==> src/hw/rtl/swbvh_pkg.sv <==
// Shared types and constants of the sliding-window bit-vote hash block.
package swbvh_pkg;

  // Number of attribute lanes, one key byte each.
  localparam int LANES = 4;

  localparam int CFG_INDEX_W = 2;
  localparam int CFG_DATA_W  = 32;
  localparam int WIN_LEN_W   = 7;

  localparam logic [WIN_LEN_W-1:0] WIN_LEN_RESET   = 7'd8;
  localparam logic [LANES-1:0]     LANE_MASK_RESET = 4'hF;

  // Configuration register indexes.
  typedef enum logic [CFG_INDEX_W-1:0] {
    REG_WINDOW_LEN   = 2'd0,
    REG_PATTERN_HASH = 2'd1,
    REG_LANE_MASK    = 2'd2
  } cfg_reg_e;

  typedef logic [LANES-1:0][7:0] lane_bytes_t;

  // One input request.
  typedef struct packed {
    logic [7:0] value_0;
    logic [7:0] value_1;
    logic [7:0] value_2;
    logic [7:0] value_3;
    logic       item_missing;
    logic       restart;
  } in_item_t;

  // One result.
  typedef struct packed {
    logic [7:0] hash_0;
    logic [7:0] hash_1;
    logic [7:0] hash_2;
    logic [7:0] hash_3;
    logic       window_full;
    logic       match;
  } out_item_t;

  // Compare settings handed from the front end to the back end.
  typedef struct packed {
    lane_bytes_t      pattern;
    logic [LANES-1:0] mask;
  } cfg_t;

  // Classified item travelling from the front end to the back end.
  typedef struct packed {
    logic        clear;
    logic        missing;
    logic        sub;
    logic        full;
    lane_bytes_t new_bytes;
    lane_bytes_t old_bytes;
  } cmd_t;

endpackage

==> src/hw/rtl/swbvh_if.sv <==
// Channel interfaces of the sliding-window bit-vote hash block.
interface swbvh_in_if;
  import swbvh_pkg::*;
  logic     valid;
  logic     ready;
  in_item_t data;
  modport source (output valid, output data, input ready);
  modport sink   (input valid, input data, output ready);
endinterface

interface swbvh_out_if;
  import swbvh_pkg::*;
  logic      valid;
  logic      ready;
  out_item_t data;
  modport source (output valid, output data, input ready);
  modport sink   (input valid, input data, output ready);
endinterface

interface swbvh_cfg_if;
  import swbvh_pkg::*;
  logic                   valid;
  logic                   ready;
  logic [CFG_INDEX_W-1:0] index;
  logic [CFG_DATA_W-1:0]  data;
  modport source (output valid, output index, output data, input ready);
  modport sink   (input valid, input index, input data, output ready);
endinterface

==> src/hw/rtl/swbvh_front.sv <==
// Front end: configuration registers, window bookkeeping and the window store.
module swbvh_front
  import swbvh_pkg::*;
#(
  parameter int MAX_WINDOW = 64
) (
  input  logic        clk_i,
  input  logic        rst_ni,
  swbvh_in_if.sink    in_i,
  swbvh_cfg_if.sink   cfg_i,
  output cfg_t        cfg_o,
  output logic        cmd_valid_o,
  input  logic        cmd_ready_i,
  output cmd_t        cmd_o
);

  localparam int SW = (MAX_WINDOW > 1) ? $clog2(MAX_WINDOW) : 1;
  localparam int CW = $clog2(MAX_WINDOW + 1);
  localparam int AW = CW + 1;

  logic [WIN_LEN_W-1:0] win_len_q;
  logic [CFG_DATA_W-1:0] pattern_q;
  logic [LANES-1:0]     mask_q;
  logic                 pend_clr_q;
  logic [CW-1:0]        fill_q, fill_d;
  logic [SW-1:0]        slot_q, slot_d;
  logic                 stg_valid_q;
  cmd_t                 stg_q, stg_d;
  lane_bytes_t          rd_q;
  lane_bytes_t          mem_q [MAX_WINDOW];

  logic [CW-1:0] len_eff;
  logic          accept;
  logic          clr;
  logic [CW-1:0] fill_base;
  logic [SW-1:0] slot_base;
  logic [SW-1:0] old_addr;
  logic          sub;

  // Effective window length: zero acts as one, long values saturate.
  always_comb begin
    if (win_len_q == '0) begin
      len_eff = CW'(1);
    end else if (AW'(win_len_q) > AW'(MAX_WINDOW)) begin
      len_eff = CW'(MAX_WINDOW);
    end else begin
      len_eff = CW'(win_len_q);
    end
  end

  // The staging register frees up whenever its entry moves into the queue.
  assign in_i.ready  = !stg_valid_q || cmd_ready_i;
  assign accept      = in_i.valid && in_i.ready;
  assign cfg_i.ready = 1'b1;

  // Classify the request: clearing, leaving entry, next slot and fill.
  always_comb begin
    clr       = in_i.data.restart || in_i.data.item_missing || pend_clr_q;
    fill_base = clr ? '0 : fill_q;
    slot_base = clr ? '0 : slot_q;
    sub       = !in_i.data.item_missing && (fill_base >= len_eff);

    if (AW'(slot_base) >= AW'(len_eff)) begin
      old_addr = SW'(AW'(slot_base) - AW'(len_eff));
    end else begin
      old_addr = SW'(AW'(slot_base) + AW'(MAX_WINDOW) - AW'(len_eff));
    end

    if (in_i.data.item_missing) begin
      fill_d = '0;
      slot_d = '0;
    end else begin
      fill_d = (fill_base < len_eff) ? fill_base + CW'(1) : fill_base;
      slot_d = (AW'(slot_base) == AW'(MAX_WINDOW - 1)) ? '0 : slot_base + SW'(1);
    end

    stg_d.clear     = clr;
    stg_d.missing   = in_i.data.item_missing;
    stg_d.sub       = sub;
    stg_d.full      = (fill_d == len_eff);
    stg_d.new_bytes = {in_i.data.value_3, in_i.data.value_2,
                       in_i.data.value_1, in_i.data.value_0};
    stg_d.old_bytes = '0;
  end

  // Control state and configuration registers.
  always_ff @(posedge clk_i or negedge rst_ni) begin
    if (!rst_ni) begin
      win_len_q   <= WIN_LEN_RESET;
      pattern_q   <= '0;
      mask_q      <= LANE_MASK_RESET;
      pend_clr_q  <= 1'b0;
      fill_q      <= '0;
      slot_q      <= '0;
      stg_valid_q <= 1'b0;
    end else begin
      // Writing the window length restarts the window.
      if (cfg_i.valid && (cfg_i.index == REG_WINDOW_LEN)) begin
        fill_q     <= '0;
        slot_q     <= '0;
        pend_clr_q <= 1'b1;
      end else if (accept) begin
        fill_q     <= fill_d;
        slot_q     <= slot_d;
        pend_clr_q <= 1'b0;
      end
      if (cfg_i.valid) begin
        case (cfg_i.index)
          REG_WINDOW_LEN:   win_len_q <= cfg_i.data[WIN_LEN_W-1:0];
          REG_PATTERN_HASH: pattern_q <= cfg_i.data;
          REG_LANE_MASK:    mask_q    <= cfg_i.data[LANES-1:0];
          default: ;
        endcase
      end
      if (accept) begin
        stg_valid_q <= 1'b1;
      end else if (cmd_ready_i) begin
        stg_valid_q <= 1'b0;
      end
    end
  end

  // Staged command payload.
  always_ff @(posedge clk_i) begin
    if (accept) begin
      stg_q <= stg_d;
    end
  end

  // Window store: the leaving entry is read before the slot is overwritten.
  always_ff @(posedge clk_i) begin
    if (accept) begin
      rd_q <= mem_q[old_addr];
      if (!in_i.data.item_missing) begin
        mem_q[slot_base] <= stg_d.new_bytes;
      end
    end
  end

  // Command toward the queue, with the leaving bytes attached.
  always_comb begin
    cmd_o           = stg_q;
    cmd_o.old_bytes = rd_q;
  end
  assign cmd_valid_o   = stg_valid_q;
  assign cfg_o.pattern = pattern_q;
  assign cfg_o.mask    = mask_q;

`ifndef SYNTHESIS
  a_fill_bounded: assert property (@(posedge clk_i) disable iff (!rst_ni)
    fill_q <= len_eff)
    else $error("fill count exceeds window length");
  a_slot_bounded: assert property (@(posedge clk_i) disable iff (!rst_ni)
    AW'(slot_q) < AW'(MAX_WINDOW))
    else $error("write slot out of range");
`endif

endmodule

==> src/hw/rtl/swbvh_queue.sv <==
// Two-entry command queue between the front end and the back end.
module swbvh_queue
  import swbvh_pkg::*;
(
  input  logic clk_i,
  input  logic rst_ni,
  input  logic push_valid_i,
  output logic push_ready_o,
  input  cmd_t push_i,
  output logic pop_valid_o,
  input  logic pop_ready_i,
  output cmd_t pop_o
);

  localparam int DEPTH = 2;

  cmd_t       entry_q [DEPTH];
  logic       wr_ptr_q, rd_ptr_q;
  logic [1:0] count_q;
  logic       push, pop;

  assign push_ready_o = (count_q != 2'(DEPTH));
  assign pop_valid_o  = (count_q != '0);
  assign push         = push_valid_i && push_ready_o;
  assign pop          = pop_valid_o && pop_ready_i;
  assign pop_o        = entry_q[rd_ptr_q];

  // Pointers and occupancy.
  always_ff @(posedge clk_i or negedge rst_ni) begin
    if (!rst_ni) begin
      wr_ptr_q <= 1'b0;
      rd_ptr_q <= 1'b0;
      count_q  <= '0;
    end else begin
      if (push) begin
        wr_ptr_q <= !wr_ptr_q;
      end
      if (pop) begin
        rd_ptr_q <= !rd_ptr_q;
      end
      if (push && !pop) begin
        count_q <= count_q + 2'd1;
      end else if (pop && !push) begin
        count_q <= count_q - 2'd1;
      end
    end
  end

  // Entry storage.
  always_ff @(posedge clk_i) begin
    if (push) begin
      entry_q[wr_ptr_q] <= push_i;
    end
  end

`ifndef SYNTHESIS
  a_count_bounded: assert property (@(posedge clk_i) disable iff (!rst_ni)
    count_q <= 2'(DEPTH))
    else $error("queue occupancy out of range");
  a_count_tracks: assert property (@(posedge clk_i) disable iff (!rst_ni)
    (push && !pop) |=> (count_q == $past(count_q) + 2'd1))
    else $error("queue occupancy did not follow a push");
`endif

endmodule

==> src/hw/rtl/swbvh_back.sv <==
// Back end: per-lane bit-vote counters, hash, compare and result register.
module swbvh_back
  import swbvh_pkg::*;
#(
  parameter int MAX_WINDOW = 64
) (
  input  logic         clk_i,
  input  logic         rst_ni,
  input  cfg_t         cfg_i,
  input  logic         cmd_valid_i,
  output logic         cmd_ready_o,
  input  cmd_t         cmd_i,
  swbvh_out_if.source  out_o
);

  // Counters swing between minus and plus the window length.
  localparam int VW = $clog2(MAX_WINDOW + 1) + 1;

  logic signed [VW-1:0] votes_q [LANES][8];
  logic signed [VW-1:0] votes_d [LANES][8];
  logic                 out_valid_q;
  out_item_t            res_q, res_d;
  logic                 pop;
  lane_bytes_t          hash;
  lane_bytes_t          hash_out;
  logic                 match;

  assign cmd_ready_o = !out_valid_q || out_o.ready;
  assign pop         = cmd_valid_i && cmd_ready_o;

  // Vote update: take back the leaving byte, add the entering one.
  always_comb begin
    logic signed [VW-1:0] base;
    logic signed [2:0]    d_add;
    logic signed [2:0]    d_sub;
    for (int l = 0; l < LANES; l++) begin
      for (int b = 0; b < 8; b++) begin
        base  = cmd_i.clear ? '0 : votes_q[l][b];
        d_add = cmd_i.missing ? 3'sd0 : (cmd_i.new_bytes[l][b] ? 3'sd1 : -3'sd1);
        d_sub = cmd_i.sub ? (cmd_i.old_bytes[l][b] ? -3'sd1 : 3'sd1) : 3'sd0;
        votes_d[l][b] = base + VW'(d_add) + VW'(d_sub);
        hash[l][b]    = !votes_d[l][b][VW-1] && (votes_d[l][b] != '0);
      end
    end
  end

  // Lane masking and pattern compare.
  always_comb begin
    match = cmd_i.full;
    for (int l = 0; l < LANES; l++) begin
      hash_out[l] = cfg_i.mask[l] ? hash[l] : 8'h00;
      if (cfg_i.mask[l] && (hash[l] != cfg_i.pattern[l])) begin
        match = 1'b0;
      end
    end
    res_d.hash_0      = hash_out[0];
    res_d.hash_1      = hash_out[1];
    res_d.hash_2      = hash_out[2];
    res_d.hash_3      = hash_out[3];
    res_d.window_full = cmd_i.full;
    res_d.match       = match;
  end

  // Counters and result valid.
  always_ff @(posedge clk_i or negedge rst_ni) begin
    if (!rst_ni) begin
      out_valid_q <= 1'b0;
      for (int l = 0; l < LANES; l++) begin
        for (int b = 0; b < 8; b++) begin
          votes_q[l][b] <= '0;
        end
      end
    end else begin
      if (pop) begin
        out_valid_q <= 1'b1;
        votes_q     <= votes_d;
      end else if (out_o.ready) begin
        out_valid_q <= 1'b0;
      end
    end
  end

  // Result payload.
  always_ff @(posedge clk_i) begin
    if (pop) begin
      res_q <= res_d;
    end
  end

  assign out_o.valid = out_valid_q;
  assign out_o.data  = res_q;

`ifndef SYNTHESIS
  a_match_needs_full: assert property (@(posedge clk_i) disable iff (!rst_ni)
    out_valid_q |-> (!res_q.match || res_q.window_full))
    else $error("match reported on a window that is not full");
  a_missing_is_empty: assert property (@(posedge clk_i) disable iff (!rst_ni)
    (pop && cmd_i.missing) |=> (res_q.hash_0 == 8'h00 && res_q.hash_1 == 8'h00 &&
                                res_q.hash_2 == 8'h00 && res_q.hash_3 == 8'h00 &&
                                !res_q.window_full))
    else $error("missing item produced a nonempty result");
`endif

endmodule

==> src/hw/rtl/sliding_window_bit_vote_hash.sv <==
// Top level of the sliding-window bit-vote hash block.
//
// Takes one request per clock cycle sustained while results are taken and
// returns one result per request, in order; a result passes the staging
// register, the queue and the result register. That rate is set by the back
// end, where all lanes times eight vote counters move in parallel, and by
// the window store, which reads the leaving entry and writes the entering
// one in the same cycle on its single read and write port. A two-entry queue
// lets the front end and the back end stall apart. The window store needs no
// clearing pass: fill count and write slot track which entries are live.
// Writing the window length restarts the window.
module sliding_window_bit_vote_hash
  import swbvh_pkg::*;
#(
  parameter int MAX_WINDOW = 64
) (
  input  logic         clk_i,
  input  logic         rst_ni,
  swbvh_in_if.sink     in_i,
  swbvh_cfg_if.sink    cfg_i,
  swbvh_out_if.source  out_o
);

  cfg_t cfg;
  cmd_t front_cmd, back_cmd;
  logic front_valid, front_ready;
  logic back_valid, back_ready;

  // Request intake and classification.
  swbvh_front #(
    .MAX_WINDOW(MAX_WINDOW)
  ) u_front (
    .clk_i       (clk_i),
    .rst_ni      (rst_ni),
    .in_i        (in_i),
    .cfg_i       (cfg_i),
    .cfg_o       (cfg),
    .cmd_valid_o (front_valid),
    .cmd_ready_i (front_ready),
    .cmd_o       (front_cmd)
  );

  // Decoupling queue.
  swbvh_queue u_queue (
    .clk_i        (clk_i),
    .rst_ni       (rst_ni),
    .push_valid_i (front_valid),
    .push_ready_o (front_ready),
    .push_i       (front_cmd),
    .pop_valid_o  (back_valid),
    .pop_ready_i  (back_ready),
    .pop_o        (back_cmd)
  );

  // Vote counters and result.
  swbvh_back #(
    .MAX_WINDOW(MAX_WINDOW)
  ) u_back (
    .clk_i       (clk_i),
    .rst_ni      (rst_ni),
    .cfg_i       (cfg),
    .cmd_valid_i (back_valid),
    .cmd_ready_o (back_ready),
    .cmd_i       (back_cmd),
    .out_o       (out_o)
  );

endmodule

==> src/flat_wrapper.sv <==
// flat-port wrapper written by rule: the top's interface ports become plain ports
module sliding_window_bit_vote_hash_flat import swbvh_pkg::*;
#(
  parameter int MAX_WINDOW = 64
)
  (clk_i, rst_ni, in_i_valid, in_i_data, in_i_ready, cfg_i_valid, cfg_i_index, cfg_i_data, cfg_i_ready, out_o_valid, out_o_data, out_o_ready);
  swbvh_in_if in_i_i ();
  swbvh_cfg_if cfg_i_i ();
  swbvh_out_if out_o_i ();
  input  logic clk_i;
  input  logic rst_ni;
  input wire logic [$bits(in_i_i.valid)-1:0] in_i_valid;
  input wire logic [$bits(in_i_i.data)-1:0] in_i_data;
  output wire logic [$bits(in_i_i.ready)-1:0] in_i_ready;
  input wire logic [$bits(cfg_i_i.valid)-1:0] cfg_i_valid;
  input wire logic [$bits(cfg_i_i.index)-1:0] cfg_i_index;
  input wire logic [$bits(cfg_i_i.data)-1:0] cfg_i_data;
  output wire logic [$bits(cfg_i_i.ready)-1:0] cfg_i_ready;
  output wire logic [$bits(out_o_i.valid)-1:0] out_o_valid;
  output wire logic [$bits(out_o_i.data)-1:0] out_o_data;
  input wire logic [$bits(out_o_i.ready)-1:0] out_o_ready;
  assign in_i_i.valid = in_i_valid;
  assign in_i_i.data = in_i_data;
  assign in_i_ready = in_i_i.ready;
  assign cfg_i_i.valid = cfg_i_valid;
  assign cfg_i_i.index = cfg_i_index;
  assign cfg_i_i.data = cfg_i_data;
  assign cfg_i_ready = cfg_i_i.ready;
  assign out_o_valid = out_o_i.valid;
  assign out_o_data = out_o_i.data;
  assign out_o_i.ready = out_o_ready;
  sliding_window_bit_vote_hash #(.MAX_WINDOW(MAX_WINDOW)) u_core (.clk_i(clk_i), .rst_ni(rst_ni), .in_i(in_i_i), .cfg_i(cfg_i_i), .out_o(out_o_i));
endmodule
==> config.mk <==
export PLATFORM = sky130hd
export DESIGN_NAME = sliding_window_bit_vote_hash_flat
export DESIGN_NICKNAME = d
export VERILOG_FILES = /design/src/hw/rtl/swbvh_pkg.sv /design/src/hw/rtl/swbvh_if.sv /design/src/hw/rtl/swbvh_front.sv /design/src/hw/rtl/swbvh_queue.sv /design/src/hw/rtl/swbvh_back.sv /design/src/hw/rtl/sliding_window_bit_vote_hash.sv /design/src/flat_wrapper.sv
export SDC_FILE = /design/constraint.sdc
export NUM_CORES = 2
export LEC_CHECK = 0
export BUFFER_PORTS_ARGS = -buffer_cell sky130_fd_sc_hd__clkbuf_2
export CAP_MARGIN = 20
export CORE_ASPECT_RATIO = 1.4
export CORE_MARGIN = 2
export CORE_UTILIZATION = 40
export DETAILED_ROUTE_END_ITERATION = 8
export GPL_ROUTABILITY_DRIVEN = 1
export RECOVER_POWER = 50
export REMOVE_ABC_BUFFERS = 1
export SLEW_MARGIN = 20
export SYNTH_ARGS = -nofsm -noshare
export SYNTH_HDL_FRONTEND = slang
export SYNTH_SLANG_ARGS = --single-unit
==> constraint.sdc <==
create_clock -name clk_i -period 8 [get_ports clk_i]
set_input_delay 0.4 -clock clk_i [delete_from_list [all_inputs] [get_ports clk_i]]
set_output_delay 0.4 -clock clk_i [all_outputs]
set_load 0.1 [all_outputs]
Yosys cells after proc, flatten, opt, wreduce, memory -nomap -nowiden
Memory sizes are Yosys's and may differ from the RTL's. A register that Yosys moved wholly into a read port is not among the register bits. Index checks and enable logic that the tools add are counted.

Multiplexer cells: 186. Add/subtract/negate cells: 71. Reduce and logical (&&, ||, !) cells: 129. Equality and inequality tests: 9. $lt $le $gt $ge: 4.

Operators with widths (count): $add 8x3->8 (64); $mux 3 (128); $mux 8 (32); $reduce_bool 8->1 (32); $mux 7 (7); $logic_and 1x1->1 (43); $logic_not 1->1 (39); $mux 6 (6); $ne 8x8->1 (4); $add 6x1->6 const B (2); $sub 6x6->6 (2); $mux 1 (11); $reduce_bool 2->1 (5); $add 7x1->7 const B (1); $eq 7x7->1 (1); $ge 6x7->1 (1); $ge 7x7->1 (1); $gt 7x7->1 const B (1); $logic_not 7->1 (1); $lt 7x7->1 (1); $eq 6x6->1 const B (1); $reduce_and 2->1 (3); $logic_or 1x1->1 (4); $mux 2 (2); 7 further kinds (7).

Flip-flop bits (word level): 389. Output and inout bits: 37. Input bits: 73. RAM bits: 2184. Memories kept: 2.

Memories: u_core.u_front.mem_q (words 64, width 32, read ports 1, clocked after Yosys merged registers in 1, wr ports 1, line swbvh_front.sv:30) `lane_bytes_t mem_q [MAX_WINDOW];`; u_core.u_queue.entry_q (words 2, width 68, read ports 1, clocked after Yosys merged registers in 0, wr ports 1, line swbvh_queue.sv:17) `cmd_t entry_q [DEPTH];`.

Depth between registers and ports, before layout
An unclocked memory read counts as a cell.

Depth after elaboration: 10. Depth in mapped cells: 21. Gate-level depth less buffers: 17.

Modules after synthesis
A second synthesis with hierarchy kept.

Cells, all modules: 6757. Area, all modules: 115937.4 µm².

By module, submodules not included: swbvh_front (cells each 3388, area an instance 83097.2 µm², instances 1); swbvh_back (cells each 3139, area an instance 27696.6 µm², instances 1); swbvh_queue (cells each 230, area an instance 5143.7 µm², instances 1).

Worst setup path before layout
Ideal clock, no wire load.

Path type: register to register. From: register u_core.u_queue.rd_ptr_q. To: register u_core.u_back.res_q, in the netlist u_core.u_back.out_o.data[0], data pin. Buffers on the path: 1. Path slack: 1018 ps. Arrival time: 6792 ps. Cell stages (with the launch flop): 18. Path through: dfrtp_1 buf_6 mux2i_1 inv_1 or2_2 fa_1 inv_1 ha_1 inv_1 fa_1 nor2b_1 o31a_1 a21oi_1 nor4_1 a211oi_1 or4_1 o41a_1 a2111oi_2.

Longest elaborated chain between the ends: 10. Elaborated cells on any way between the ends: 330. Classes of those cells: 64 x add/sub; 4 x eq/ne; 160 x mux; 101 x reduce/logical; 1 x memory.

Ends and longest elaborated chain: start: declaration (line swbvh_queue.sv:18) `logic wr_ptr_q, rd_ptr_q;`; start signal: assignment (line swbvh_queue.sv:39) `rd_ptr_q <= !rd_ptr_q;`; $mem_v2 2x68 *; $mux 3 (2 in series) (line swbvh_back.sv:39) `d_add = cmd_i.missing ? 3'sd0 : (cmd_i.new_bytes[l][b] ? 3'sd1 : -3'sd1);`; $add 8x3->8 (2 in series) (line swbvh_back.sv:41) `votes_d[l][b] = base + VW'(d_add) + VW'(d_sub);`; $reduce_bool 8->1 or $logic_not 1->1 (tied branches) (line swbvh_back.sv:42) `hash[l][b] = !votes_d[l][b][VW-1] && (votes_d[l][b] != '0);`; $logic_and 1x1->1 (line swbvh_back.sv:42); $ne 8x8->1 (line swbvh_back.sv:52) `if (cfg_i.mask[l] && (hash[l] != cfg_i.pattern[l])) begin`; $logic_and 1x1->1 (line swbvh_back.sv:52); $reduce_or 4->1 (no line); end signal: assignment (line swbvh_back.sv:86) `res_q <= res_d;`; end: declaration (line swbvh_back.sv:22) `out_item_t res_q, res_d;`.

Mark *: on every way between the ends. The rest lies on a longest branch, timed or not. A chain may end at the register's enable or synchronous reset.

Worst setup path in the final report
From: input in_i_data[1]. To: register u_core.u_front.rd_q, in the netlist u_core.u_front.cmd_o[17], read port of u_core.u_front.mem_q, data pin.

Longest elaborated chain between the ends: 6. Elaborated cells on any way between the ends: 8. Classes of those cells: 3 x add/sub; 1 x order compare; 2 x mux; 2 x reduce/logical.

Ends and longest elaborated chain: start: declaration (line flat_wrapper.sv:13) `input wire logic [$bits(in_i_i.data)-1:0] in_i_data;`; $logic_or 1x1->1 * (2 in series) (line swbvh_front.sv:58) `clr = in_i.data.restart || in_i.data.item_missing || pend_clr_q;`; $mux 6 * (line swbvh_front.sv:60) `slot_base = clr ? '0 : slot_q;`; $add 6x1->6 (line swbvh_front.sv:66) `old_addr = SW'(AW'(slot_base) + AW'(MAX_WINDOW) - AW'(len_eff));`; $sub 6x6->6 (line swbvh_front.sv:66); $mux 6 * (line swbvh_front.sv:63) `if (AW'(slot_base) >= AW'(len_eff)) begin`; end: declaration (line swbvh_front.sv:29) `lane_bytes_t rd_q;`.

Marks and branches as above.

==> metrics.yaml <==
clocking:
  cts_sinks: 2605
  cts_root_buf: "clkbuf_16"
  cts_tree: "yes"
  cts_resized: 0
  insertion_delay_ps: 920
  path_clk_slew_ps: 60
  cts_buffer_depth: 4
  htreeDepth: 4
  cts_buffers: 246
logic_synthesis:
  ys_seq_elements: 2605
  avgSynthCellArea_um2: 16.80
  syn-cell-area_mm2: 0.1155
  synth_top_area_share_pct: 59.46
  ys_top_cells_by_area: "edfxtp_1 (59%), mux4_2 (12%), dfrtp_1 (6.8%), fa_1 (4.5%), nand2_1 (2.8%)"
  synth-edff-count: 2286
  synthArstFlopShare_pct: 12.25
  ys_seq_area_share_pct: 66.38
  synth_top_area_cell: "edfxtp_1"
  ys.flop_type: "edfxtp_1"
  yosysMostFrequentCell: "edfxtp_1"
  synth_cells: 6874
  ys_types: 76
  yosysWarnings: 0
  synth_common_cells: "edfxtp_1 (2286), nand2_1 (876), mux4_2 (640), inv_1 (432), dfrtp_1 (314)"
layout:
  stdcell_count: 11130
  seq_area_mm2: 0.07664
  final_area_mm2: 0.1301
  area_delta_synth_final_pct: 12.72
  drive_gt1_share_pct: 19.16
  fillers: 24670
  multi_input_area_mm2: 0.03667
  final_nets: 7696
setup_path:
  path_common_cell: "mux4_2"
  cp-end-kind: "flip-flop"
  cp_max_fo: 35
  critical_path_class: "input pin to flip-flop"
  arrival_ps: 7000
  r2r-end: "u_core.u_back.out_o.data[0]$_SDFFCE_PP0P_"
  cp-start-kind: "input pin"
  rr_worst_depth: 16
  rr_startpoint: "u_core.u_queue.rd_ptr_q$_DFFE_PN0P_"
  cpMaxStageDelayCell: "nor3_1"
  critical-path-top-delay-family: "simple AND/OR/NAND/NOR gates"
  cp_cell_sequence: "dlygate4sd3_1 > clkbuf_1 > nor3_1 > nand2_1 > ha_4 > inv_1 > fa_4 > buf_4 > mux4_2 > mux4_2 > a211oi_1 > a21oi_1"
  critPathBufInv: 4
  max_stage_delay_ps: 1390
  cp.required_ps: 8540
  r2r_slack_ps: 1750
route:
  first_pass_iters: 5
  vias: 60710
  wl_um: 277900
  drt.antenna.violating_nets: 0
  drc: 0
  drt_iter0_markers: 4978
  drt-wirelength-per-cell_um: 24.98
  drt-vias-per-instance: 5.455
power_and_ir_drop:
  leakage_nw: 46.06
  peakVddDrop_v: 0.0002463
  finalPower_mw: 51.47
  p_per_area_mw_per_mm2: 395.5
global_route:
  grt_pass1_wl_um: 417000
  antenna_found_initial: 9
  grt_pass1_vias: 64280
  grt_overflow: 0
  grt_usage_pct: 18.98
  grt_max_degree: 173
floorplanning:
  fp-row-count: 233
  core_mm2: 0.2874
  die_w_um: 458.1
  num_io_pins: 110
  fp.dieH_um: 639.7
  die_area_mm2: 0.2930
  start_util_pct: 40.17
place:
  dp_hpwl_um: 164900
  gp_congestion: 0.8316
  dpl_worst_slack_ps: 1751
  dp.cells: 10630
  place_area_mm2: 0.1218
  port_buffers: 108
timing:
  fmax_mhz: 154.6
  min_period_ps: 6467
  max_slew_margin_pct: -271.1
  rsz0062_at_grt: "no"
  fin_crit_sh_pct: 80.84
  timing.setup.tns_ps: 0
  slew_violations: 2253
  finalSetupViolCount: 0
  tightest_slew_ps: 5567
  fin_skew_ps: 91.39
  fin_ws_ps: 1533
  hold_viol_final: 0
hold_path:
  min_path_cells: 3
  hp-class: "input pin to flip-flop"
  worstHoldStart: "cfg_i_index[1]"
  holdPathEnd: "u_core.u_front.mask_q[3]$_DFFE_PN1P_"
run:
  drv_cap: 36
run_status:
  violations: "max-capacitance violations, max-slew violations"
  status: "finished, violations left"
[layer usage]
| metal | vias up | wire (µm) | track usage [%] |
|---|---|---|---|
| li1 | 26630 | - | - |
| met1 | 32170 | 111200 | 24.00 |
| met2 | 1466 | 146100 | 34.30 |
| met3 | 443 | 12740 | 2.211 |
| met4 | 2 | 7901 | 5.346 |
| met5 | - | 10 | 0 |
[through the flow]
stage,hold slack [ps],utilization [%]
global placement,423.2,42.35
finish,163.5,45.28
floorplan,104.4,-
CTS,71.10,45.33
global route,142.9,45.28
detailed placement,429.6,42.38
[registers in the layout (all words and copies together) (netlist names), 2 cells and up]
signal                    count
u_core.u_back.votes_q       256
u_core.u_front.win_len_q      7
u_core.u_front.cmd_o         68
u_core.u_front.slot_q         6
u_core.u_front.pattern_q     32
u_core.u_front.mask_q         4
u_core.u_queue.count_q        2
u_core.u_front.mem_q       2048
u_core.u_back.out_o.data     34
u_core.u_queue.entry_q      136
u_core.u_front.fill_q         7
[logic make-up after synthesis]
family | after synthesis | share of synthesized area, %
compound gates | 629 | 3.491
mux | 744 | 13.46
other cells | 1 | 0.003248
buf+inv | 716 | 2.388
xor+xnor | 226 | 1.822
fa+ha+maj | 464 | 6.699
flops | 2605 | 66.38
simple gates | 1489 | 5.763
[repair_timing]
item,in CTS,in global routing
endpoints found under the hold margin,129,0
hold buffers,39,0
buffers inserted,0,0
endpoints found under the setup margin,0,0
[worst min-delay path: stages]
cell      delay (ps)
clkbuf_2         100
nand3b_1         320
mux2_2           230
[how the worst max path moves through the flow]
stage | start | end | slack [ps] | depth (start not counted)
after detailed placement | u_core.u_queue.rd_ptr_q$_DFFE_PN0P_ | u_core.u_back.out_o.data[0]$_SDFFCE_PP0P_ | 1750 | 16
after global placement | u_core.u_queue.rd_ptr_q$_DFFE_PN0P_ | u_core.u_back.out_o.data[0]$_SDFFCE_PP0P_ | 1780 | 16
after floorplan | in_i_data[1] | u_core.u_front.cmd_o[0]$_DFFE_PP_ | -14650 | 8
after CTS | u_core.u_queue.rd_ptr_q$_DFFE_PN0P_ | u_core.u_back.out_o.data[0]$_SDFFCE_PP0P_ | 1690 | 16
final | in_i_data[1] | u_core.u_front.cmd_o[17]$_DFFE_PP_ | 1530 | 12
after global routing | rst_ni | u_core.u_back.votes_q[68]$_DFFE_PN0P_ | 830 | 3
[cell usage in the layout (no fill, tap or decap), types with 24 or more instances in the layout]
cell type / count
o21ai_0: 163
a21oi_1: 150
nor4_1: 33
buf_4: 134
xor2_1: 81
inv_1: 430
dfrtp_1: 313
a211oi_1: 74
clkbuf_16: 249
ha_1: 206
nor2b_1: 65
nand2_1: 876
clkinv_1: 52
clkinv_2: 57
clkbuf_1: 88
mux2_2: 63
and2_1: 43
nor3_1: 61
xnor2_1: 132
nand3_1: 46
nor2_1: 149
o21bai_1: 24
bufinv_16: 30
dlygate4sd3_1: 39
nor3b_1: 36
mux4_2: 640
fa_1: 256
o21a_1: 36
nor2_4: 59
clkbuf_2: 71
a21o_1: 42
mux2i_1: 38
edfxtp_1: 2286
[cell type report]
type | count | share of cell area [%]
inverter | 435 | 1.262
clock buffer | 289 | 4.926
sequential | 2605 | 58.89
timing repair buffer | 318 | 1.847
antenna | 3 | 0.005768
multi-input combinational | 3553 | 28.17
tap | 3760 | 3.615
clock inverter | 165 | 1.285
[power breakdown]
part           total (mW)  internal [mW]  switching, mW
Clock                11.9           6.70           5.19
Combinational        22.6           9.28           13.3
Sequential           17.0           16.4          0.636
Note: power is estimated with default switching activity, not from simulation.
